$ cat src/hdl/cobs_pkg.sv
`timescale 1ns / 1ps
`default_nettype none

package cobs_pkg;

    localparam int ADDR_W = 9;
    localparam int DATA_W = 8;
    localparam int NUM_WR = 4;
    localparam int CNT_W  = 3;
    localparam int PTR_W  = 2;

    localparam logic [DATA_W-1:0] CODE_FULL  = 8'hFF;
    localparam logic [DATA_W-1:0] CODE_START = 8'h01;
    localparam logic [DATA_W-1:0] DELIM      = 8'h00;

    localparam logic [ADDR_W-1:0] CODE_SLOT_INIT = 9'd0;
    localparam logic [ADDR_W-1:0] NEXT_SLOT_INIT = 9'd1;

    typedef struct packed {
        logic [ADDR_W-1:0] addr;
        logic [DATA_W-1:0] data;
    } wr_t;

endpackage

`default_nettype wire

$ cat src/hdl/cobs_frame_encoder.sv
`timescale 1ns / 1ps
`default_nettype none

// channel  | handshake           | payload
// ---------+---------------------+--------------------------------------------
// input    | in_valid, in_ready  | raw_byte, end_of_raw
// output   | out_valid, out_ready| write_addr, write_data, frame_done, too_long
//
// one request enters per cycle when it yields at most one write; each extra
// write (code byte, final code, delimiter) takes one more queue entry, up to 4 total
// writes of one request are loaded at once into a 4-entry write queue and drained
// one per cycle; a new request is taken when the queue empties in that cycle
// rst_n clears the encoder state and the write queue asynchronously
// out_ready low holds the queue head and stalls input once the queue is busy

module cobs_frame_encoder #(
    parameter int MAX_RAW_BYTES = 256
) (
    input  wire                          clk,
    input  wire                          rst_n,
    input  wire                          in_valid,
    output logic                         in_ready,
    input  wire  [cobs_pkg::DATA_W-1:0]  raw_byte,
    input  wire                          end_of_raw,
    output logic                         out_valid,
    input  wire                          out_ready,
    output logic [cobs_pkg::ADDR_W-1:0]  write_addr,
    output logic [cobs_pkg::DATA_W-1:0]  write_data,
    output logic                         frame_done,
    output logic                         too_long
);

    localparam int SEEN_W = $clog2(MAX_RAW_BYTES + 1);
    localparam logic [SEEN_W-1:0] SEEN_MAX = SEEN_W'(MAX_RAW_BYTES);

    logic [cobs_pkg::DATA_W-1:0] run_code_reg,  run_code_next;
    logic [cobs_pkg::ADDR_W-1:0] code_slot_reg, code_slot_next;
    logic [cobs_pkg::ADDR_W-1:0] next_slot_reg, next_slot_next;
    logic [SEEN_W-1:0]           raw_seen_reg,  raw_seen_next;
    logic                        overflowed_reg, overflowed_next;

    cobs_pkg::wr_t pend_reg [cobs_pkg::NUM_WR];
    cobs_pkg::wr_t pend_next [cobs_pkg::NUM_WR];
    logic [cobs_pkg::CNT_W-1:0] cnt_reg,  cnt_next;
    logic [cobs_pkg::PTR_W-1:0] head_reg, head_next;
    logic                       last_reg, last_next;
    logic                       ovf_reg,  ovf_next;

    cobs_pkg::wr_t              wr [cobs_pkg::NUM_WR];
    logic [cobs_pkg::CNT_W-1:0] n;
    logic                       drop;
    logic                       ovf;
    logic [cobs_pkg::DATA_W-1:0] rc;
    logic [cobs_pkg::DATA_W-1:0] rc_inc;
    logic [cobs_pkg::ADDR_W-1:0] cs;
    logic [cobs_pkg::ADDR_W-1:0] ns;
    logic                       in_fire;
    logic                       out_fire;

    assign out_valid = (cnt_reg != '0);
    assign out_fire  = out_valid && out_ready;
    assign in_ready  = (cnt_reg == '0) ||
                       ((cnt_reg == cobs_pkg::CNT_W'(1)) && out_ready);
    assign in_fire   = in_valid && in_ready;

    assign write_addr = pend_reg[head_reg].addr;
    assign write_data = pend_reg[head_reg].data;
    assign frame_done = last_reg && (cnt_reg == cobs_pkg::CNT_W'(1));
    assign too_long   = ovf_reg;

    // build the writes of one request
    always_comb
    begin
        n      = '0;
        drop   = (raw_seen_reg == SEEN_MAX);
        ovf    = overflowed_reg || drop;
        rc     = run_code_reg;
        cs     = code_slot_reg;
        ns     = next_slot_reg;
        rc_inc = run_code_reg + 8'd1;
        for (int i = 0; i < cobs_pkg::NUM_WR; i++)
        begin
            wr[i] = '0;
        end
        if (!drop)
        begin
            if (raw_byte == cobs_pkg::DELIM)
            begin
                wr[n[cobs_pkg::PTR_W-1:0]] = '{addr: cs, data: rc};
                n  = n + 3'd1;
                cs = next_slot_reg;
                ns = next_slot_reg + 9'd1;
                rc = cobs_pkg::CODE_START;
            end
            else
            begin
                wr[n[cobs_pkg::PTR_W-1:0]] = '{addr: ns, data: raw_byte};
                n  = n + 3'd1;
                ns = next_slot_reg + 9'd1;
                rc = rc_inc;
                if (rc_inc == cobs_pkg::CODE_FULL)
                begin
                    // full run closes the block
                    wr[n[cobs_pkg::PTR_W-1:0]] = '{addr: cs, data: cobs_pkg::CODE_FULL};
                    n  = n + 3'd1;
                    cs = next_slot_reg + 9'd1;
                    ns = next_slot_reg + 9'd2;
                    rc = cobs_pkg::CODE_START;
                end
            end
        end
        if (end_of_raw)
        begin
            wr[n[cobs_pkg::PTR_W-1:0]] = '{addr: cs, data: rc};
            n  = n + 3'd1;
            wr[n[cobs_pkg::PTR_W-1:0]] = '{addr: ns, data: cobs_pkg::DELIM};
            n  = n + 3'd1;
        end
    end

    always_comb
    begin
        run_code_next   = run_code_reg;
        code_slot_next  = code_slot_reg;
        next_slot_next  = next_slot_reg;
        raw_seen_next   = raw_seen_reg;
        overflowed_next = overflowed_reg;
        cnt_next        = cnt_reg;
        head_next       = head_reg;
        last_next       = last_reg;
        ovf_next        = ovf_reg;
        for (int i = 0; i < cobs_pkg::NUM_WR; i++)
        begin
            pend_next[i] = pend_reg[i];
        end
        if (out_fire)
        begin
            cnt_next  = cnt_reg - 3'd1;
            head_next = head_reg + 2'd1;
        end
        if (in_fire)
        begin
            for (int i = 0; i < cobs_pkg::NUM_WR; i++)
            begin
                pend_next[i] = wr[i];
            end
            cnt_next  = n;
            head_next = '0;
            last_next = end_of_raw;
            ovf_next  = ovf;
            if (end_of_raw)
            begin
                run_code_next   = cobs_pkg::CODE_START;
                code_slot_next  = cobs_pkg::CODE_SLOT_INIT;
                next_slot_next  = cobs_pkg::NEXT_SLOT_INIT;
                raw_seen_next   = '0;
                overflowed_next = 1'b0;
            end
            else
            begin
                run_code_next   = rc;
                code_slot_next  = cs;
                next_slot_next  = ns;
                raw_seen_next   = drop ? raw_seen_reg : raw_seen_reg + SEEN_W'(1);
                overflowed_next = ovf;
            end
        end
    end

    always_ff @(posedge clk or negedge rst_n)
    begin
        if (!rst_n)
        begin
            run_code_reg   <= cobs_pkg::CODE_START;
            code_slot_reg  <= cobs_pkg::CODE_SLOT_INIT;
            next_slot_reg  <= cobs_pkg::NEXT_SLOT_INIT;
            raw_seen_reg   <= '0;
            overflowed_reg <= 1'b0;
            cnt_reg        <= '0;
            head_reg       <= '0;
            last_reg       <= 1'b0;
            ovf_reg        <= 1'b0;
        end
        else
        begin
            run_code_reg   <= run_code_next;
            code_slot_reg  <= code_slot_next;
            next_slot_reg  <= next_slot_next;
            raw_seen_reg   <= raw_seen_next;
            overflowed_reg <= overflowed_next;
            cnt_reg        <= cnt_next;
            head_reg       <= head_next;
            last_reg       <= last_next;
            ovf_reg        <= ovf_next;
        end
    end

    always_ff @(posedge clk)
    begin
        for (int i = 0; i < cobs_pkg::NUM_WR; i++)
        begin
            pend_reg[i] <= pend_next[i];
        end
    end

    // queue never holds more than one request worth of writes
    a_cnt_bound: assert property (@(posedge clk) disable iff (!rst_n)
        (cnt_reg <= cobs_pkg::CNT_W'(cobs_pkg::NUM_WR)) &&
        ({1'b0, head_reg} + cnt_reg <= cobs_pkg::CNT_W'(cobs_pkg::NUM_WR)))
        else $error("write queue overrun");

    // a request is taken only when the queue drains this cycle
    a_accept_drain: assert property (@(posedge clk) disable iff (!rst_n)
        in_fire |-> (cnt_reg == '0) || (cnt_reg == cobs_pkg::CNT_W'(1) && out_fire))
        else $error("request taken over pending writes");

    // frame end restores the initial encoder state
    a_frame_reset: assert property (@(posedge clk) disable iff (!rst_n)
        in_fire && end_of_raw |=> (code_slot_reg == cobs_pkg::CODE_SLOT_INIT) &&
        (next_slot_reg == cobs_pkg::NEXT_SLOT_INIT) && (raw_seen_reg == '0) &&
        !overflowed_reg)
        else $error("encoder state not reset after frame");

    // delimiter write carries zero data
    a_delim_zero: assert property (@(posedge clk) disable iff (!rst_n)
        out_valid && frame_done |-> (write_data == cobs_pkg::DELIM))
        else $error("frame end write is not a delimiter");

    // raw byte count saturates at the limit
    a_seen_limit: assert property (@(posedge clk) disable iff (!rst_n)
        raw_seen_reg <= SEEN_MAX)
        else $error("raw byte count past limit");

endmodule

`default_nettype wire
$ cat config.mk
export PLATFORM = sky130hd
export DESIGN_NAME = cobs_frame_encoder
export DESIGN_NICKNAME = d
export VERILOG_FILES = /design/src/hdl/cobs_pkg.sv /design/src/hdl/cobs_frame_encoder.sv
export SDC_FILE = /design/constraint.sdc
export NUM_CORES = 1
export LEC_CHECK = 0
export BUFFER_PORTS_ARGS = -buffer_cell sky130_fd_sc_hd__buf_2
export CAP_MARGIN = 20
export CORE_MARGIN = 1
export CORE_UTILIZATION = 50
export DETAILED_ROUTE_END_ITERATION = 12
export PLACE_DENSITY = 0.79
export SLEW_MARGIN = 30
export SYNTH_ARGS = -nofsm -noshare
export SYNTH_HDL_FRONTEND = slang
export SYNTH_SLANG_ARGS = --single-unit
$ cat constraint.sdc
create_clock -name clk -period 5.4 [get_ports clk]
set_clock_uncertainty 0.05 [all_clocks]
set_input_delay 1.08 -clock clk [delete_from_list [all_inputs] [get_ports clk]]
set_output_delay 1.08 -clock clk [all_outputs]
set_load 0.05 [all_outputs]
## Word level (Yosys, flattened, before mapping)

Memories as Yosys holds them, arrays and structs flattened.
Index checks and enable logic that the tools add are counted.

| cells by class | value |
|---|---|
| $add $sub $neg | 8 |
| $lt $le $gt $ge | 4 |
| equal/unequal tests | 5 |
| multiplexer cells | 35 |
| bitwise logic cells | 2 |
| reductions and logical operators | 13 |

Operators with widths:

| kind | number |
|---|---|
| $bwmux W68 | 2 |
| $mux W68 | 2 |
| $mux W9 | 10 |
| $mux W17 | 5 |
| $demux W17 S2 | 2 |
| $mux W34 | 1 |
| $mux W8 | 4 |
| $add A9 B1 Y9 const B | 2 |
| $mux W3 | 4 |
| $add A9 B2 Y9 const B | 1 |
| $eq A9 B9 Y1 const B | 1 |
| $add A8 B1 Y8 const B | 1 |
| $eq A8 B8 Y1 const B | 1 |
| $logic_not A8 Y1 | 1 |
| $mux W2 | 4 |
| $add A3 B1 Y3 const B | 2 |
| $ge A3 B3 Y1 const B | 2 |
| $logic_and A1 B1 Y1 | 6 |
| $lt A3 B1 Y1 const B | 2 |
| $not A2 Y3 | 2 |
| $eq A3 B1 Y1 const B | 1 |
| $logic_not A3 Y1 | 1 |
| $reduce_bool A3 Y1 | 1 |
| $sub A3 B1 Y3 const B | 1 |
| 7 further kinds | 8 |

| storage, ports and cells | value |
|---|---|
| flip-flop bits (word level) | 43 |
| memory bits (writable) | 68 |
| bits of input ports | 13 |
| output and inout port bits | 21 |
| logic and storage cells | 77 |
| memories | 1 |

Memory list:

| memory | depth | width | rd ports | clocked after Yosys merged registers in | write ports | RTL line | text |
|---|---|---|---|---|---|---|---|
| pend_reg | 4 | 17 | 1 | 0 | 4 | cobs_frame_encoder.sv:42 | `cobs_pkg::wr_t pend_reg [cobs_pkg::NUM_WR];` |

## Longest topological paths before layout

| logic depth | value |
|---|---|
| depth in word-level cells | 14 |
| mapped depth | 9 |
| depth with buffers taken out | 9 |

## Worst setup path before layout

Ideal clock, no wire load.

| timing | value |
|---|---|
| path kind | in2reg |
| start point | input port out_ready |
| end point | register next_slot_reg[2] (netlist bit) |
| setup time | 0.084 ns |
| data arrival time | 4.157 ns |
| data required time | 5.266 ns |
| setup slack | 1.108 ns |
| stages on the path | 7 |
| buffers on the path | 1 |
| cell sequence | a21oi_1 > or3_1 > clkinv_1 > o21ai_1 > clkbuf_1 > a21oi_1 > o22ai_1 |

| on the way | value |
|---|---|
| cells in the longest elaborated chain, start to end | 3 |

RTL lines:

| element | RTL line | text |
|---|---|---|
| start, declared | cobs_frame_encoder.sv:26 | `input wire out_ready,` |
| $logic_and A1 B1 Y1 | cobs_frame_encoder.sv:63 | `((cnt_reg == cobs_pkg::CNT_W'(1)) && out_ready);` |
| $logic_or A1 B1 Y1 | cobs_frame_encoder.sv:62 | `assign in_ready = (cnt_reg == '0) \|\|` |
| $logic_and A1 B1 Y1 | cobs_frame_encoder.sv:64 | `assign in_fire = in_valid && in_ready;` |
| named net in_fire | cobs_frame_encoder.sv:57 | `logic in_fire;` |
| end signal, assigned | cobs_frame_encoder.sv:176 | `next_slot_reg <= cobs_pkg::NEXT_SLOT_INIT;` |
| end signal, assigned | cobs_frame_encoder.sv:188 | `next_slot_reg <= next_slot_next;` |
| end, declared | cobs_frame_encoder.sv:38 | `logic [cobs_pkg::ADDR_W-1:0] next_slot_reg, next_slot_next;` |

The timed path passes the listed nets, and every way through them passes these cells.
A chain may end at the register's enable or synchronous reset.

## Worst setup path in the final report

| timing | value |
|---|---|
| start point | register head_reg[0] (netlist bit) |
| end point | output port write_addr[2] (netlist bit) |

| on the way | value |
|---|---|
| cells in the longest elaborated chain, start to end | 1 |

RTL lines:

| element | RTL line | text |
|---|---|---|
| start, declared | cobs_frame_encoder.sv:45 | `logic [cobs_pkg::PTR_W-1:0] head_reg, head_next;` |
| start signal, assigned | cobs_frame_encoder.sv:192 | `head_reg <= head_next;` |
| $mem_v2 Z4 W17 | - |  |
| end, declared | cobs_frame_encoder.sv:27 | `output logic [cobs_pkg::ADDR_W-1:0] write_addr,` |

No other way between the ends.

==> results.cfg <==
[cells_and_area]
final_area_sq_um = 6400
multi_input_area_sq_um = 2550
regArea_sq_um = 3120
mostFrequentLayoutCell = edfxtp_1
fillers = 924
syn_to_final_growth_pct = 9.98
fin_nets = 562
drive_gt1_share_pct = 17.2
layout_common_cells = 68 x edfxtp_1, 54 x nand2_1, 42 x o21ai_0
n_antenna_cell = 0
largest_register_ffs = 68

[global_routing]
grt_pass1_wl_um = 22200
antenna_found_initial = 0
grt_max_degree = 47
grt_overflow = 0
grt_pass1_vias = 4327
grt_util_all_layers_pct = 24.6

[cts]
numClockSinks = 111
cts_setup_buffers = 0
insertion_delay_ns = 0.36
path_clk_slew_ns = 0.08
cts_buffer_depth = 2
clockRootBuffer = clkbuf_16
cts_hold_buf = 0
cts_buffers = 9
cts_tree = built
post_cts_resized = 0
cts_max_level = 3

[critical_path]
endpoint_kind = output port
critPathLaunchType = register
critPathMaxStageDelay_ns = 0.81
crit_family = flip-flops
slowest_stage = dfrtp_1
cp_cell_sequence = buf_4 -> mux4_2 -> buf_2
crit_arrival_ns = 2.29
criticalPathCategory = reg -> out
critical_path.max_fanout = 10
path_buf_inv = 2
r2r_setup_slack_ns = 2.03
cp.required_ns = 4.27

[yosys]
ys_seq_area_share_pct = 53.6
synth_seq_cells = 111
synth.avg_cell_area_sq_um = 11.4
synth_cell_types = 69
synth_edf_count = 68
synthesis.area_sq_um = 5820
ys.flop_type = edfxtp_1
syn_inst = 511
ys.warnings.count = 0
synth_async_sr_flop_share_pct = 38.7

[route]
wl_um = 13700
drtPass1Iterations = 6
viasPerCell = 6.37
drc = 0
antenna_left = 0
drt-wirelength-per-cell_um = 19.9
dr.first_iter.drc_count = 468
vias = 4382

[run]
cap_violations = 0

[pwr]
power_switching_mw = 1.27
p_per_area_nw_per_um2 = 486
p_int_mw = 1.84
sequentialPowerShare_pct = 42.0
vdd_drop_max_v = 0.000332
combPwrFrac_pct = 37.1
leakage_nw = 2.47
switching_share_pct = 40.9
clockPowerShare_pct = 20.9
report.power.total_mw = 3.11

[sta]
grt_setup_unrepaired = no
setup_viol = 0
period_share_pct = 63.4
max_freq_mhz = 292
timing.hold.ws_ns = 0.453
finalSetupTns_ns = 0
worst_pin_slew_ns = 0.974
relSlewSlack_pct = 35.0
finalHoldViolCount = 0
report.final.slew_viol_count = 0
min_period_ns = 3.42

[floorplan]
die_x_um = 110
start_util_pct = 51.2
die_y_um = 110
ios = 34
coreArea_sq_um = 11400
rows = 39
die_area_sq_um = 12100

[hold_path]
hold_class = reg -> reg

[placement]
io_buffers = 33
placed_cell_area_sq_um = 6110
hpwlAfterDp_um = 9240
gp_congestion = 0.872

[outcome]
status = completed
[synthesized netlist by cell type (4+ instances only)]
cell,count,area share [%]
o31ai_1,5,0.65
xnor2_1,7,1.1
nand4_1,5,0.54
buf_1,4,0.26
nor2b_1,4,0.43
mux4_2,17,6.6
nor2_1,36,2.3
or3_1,4,0.43
and3_1,9,0.97
clkbuf_1,19,1.2
nand3_1,14,1.2
edfxtp_1,68,35
mux2i_1,7,1.2
a21oi_1,27,2.3
a221o_1,4,0.69
buf_2,7,0.60
o21ai_0,42,3.6
nand2_1,54,3.5
inv_1,15,0.97
o211ai_1,5,0.65
a22o_1,21,3.2
dfrtp_1,41,18
ha_1,9,1.9
xor2_1,12,1.8
a32oi_1,5,0.75
[routing by layer]
| metal | GRT usage [%] | share of wire, % |
|---|---|---|
| met1 | 33.0 | 42 |
| met4 | 9.33 | 2.6 |
| met5 | 0 | 0 |
| met2 | 39.2 | 48 |
| met3 | 5.33 | 7.2 |
[worst paths after layout]
kind                                  from               to  cells past startpoint
max                            head_reg[0]    write_addr[2]                      3
min in group asynchronous            rst_n         last_reg                      1
max reg2reg                run_code_reg[0]       cnt_reg[1]                      7
max in group asynchronous            rst_n  run_code_reg[3]                      1
min                               too_long         too_long                      2
min reg2reg                       too_long         too_long                      2
[final cells by class]
type	count	share of cell area [%]
Clock buffer	10	3.74
Clock inverter	6	0.782
Inverter	16	0.939
Multi-Input combinational cell	365	39.9
Sequential cell	111	48.8
Tap cell	143	2.80
Timing Repair Buffer	37	3.09
[stage by stage]
step | util (%) | setup slack (ns) | instances
detailed placement | 53.7 | 1.62 | 672
global route | 56.3 | 1.76 | 688
CTS | 56.3 | 1.92 | 688
global placement | 53.7 | 1.68 | 672
finish | 56.3 | 1.98 | 688
floorplan | - | 1.11 | 525
[cells by family after synthesis]
| logic type | share of synthesized area (%) |
|---|---|
| other | 0.0645 |
| buffers and inverters | 3.46 |
| adder cells (fa/ha/maj) | 1.94 |
| AO/OA/AOI/OAI | 16.6 |
| AND/OR/NAND/NOR | 13.1 |
| flip-flops | 53.6 |
| XOR/XNOR | 2.86 |
| multiplexers | 8.37 |
[worst reg2reg max path: stages, from the launching register on]
cell and delay (ns):
dfstp_2 0.64, ha_1 0.31, nor2b_1 0.28, nand2_1 0.16, a211oi_1 0.61, and3_1 0.72, o221ai_1 0.19, mux2_2 0.29
[power by group through the flow]
stage          Sequential [mW]  Combinational, mW  Clock, mW
4_1_cts                   1.30               1.15      0.652
3_5_place_dp              1.32               1.15          0
2_1_floorplan             1.20              0.997          0
5_1_grt                   1.33               1.25      0.684
6_report                  1.31               1.15      0.650
3_3_place_gp              1.31               1.13          0
Note: power is estimated with default switching activity, not from simulation.
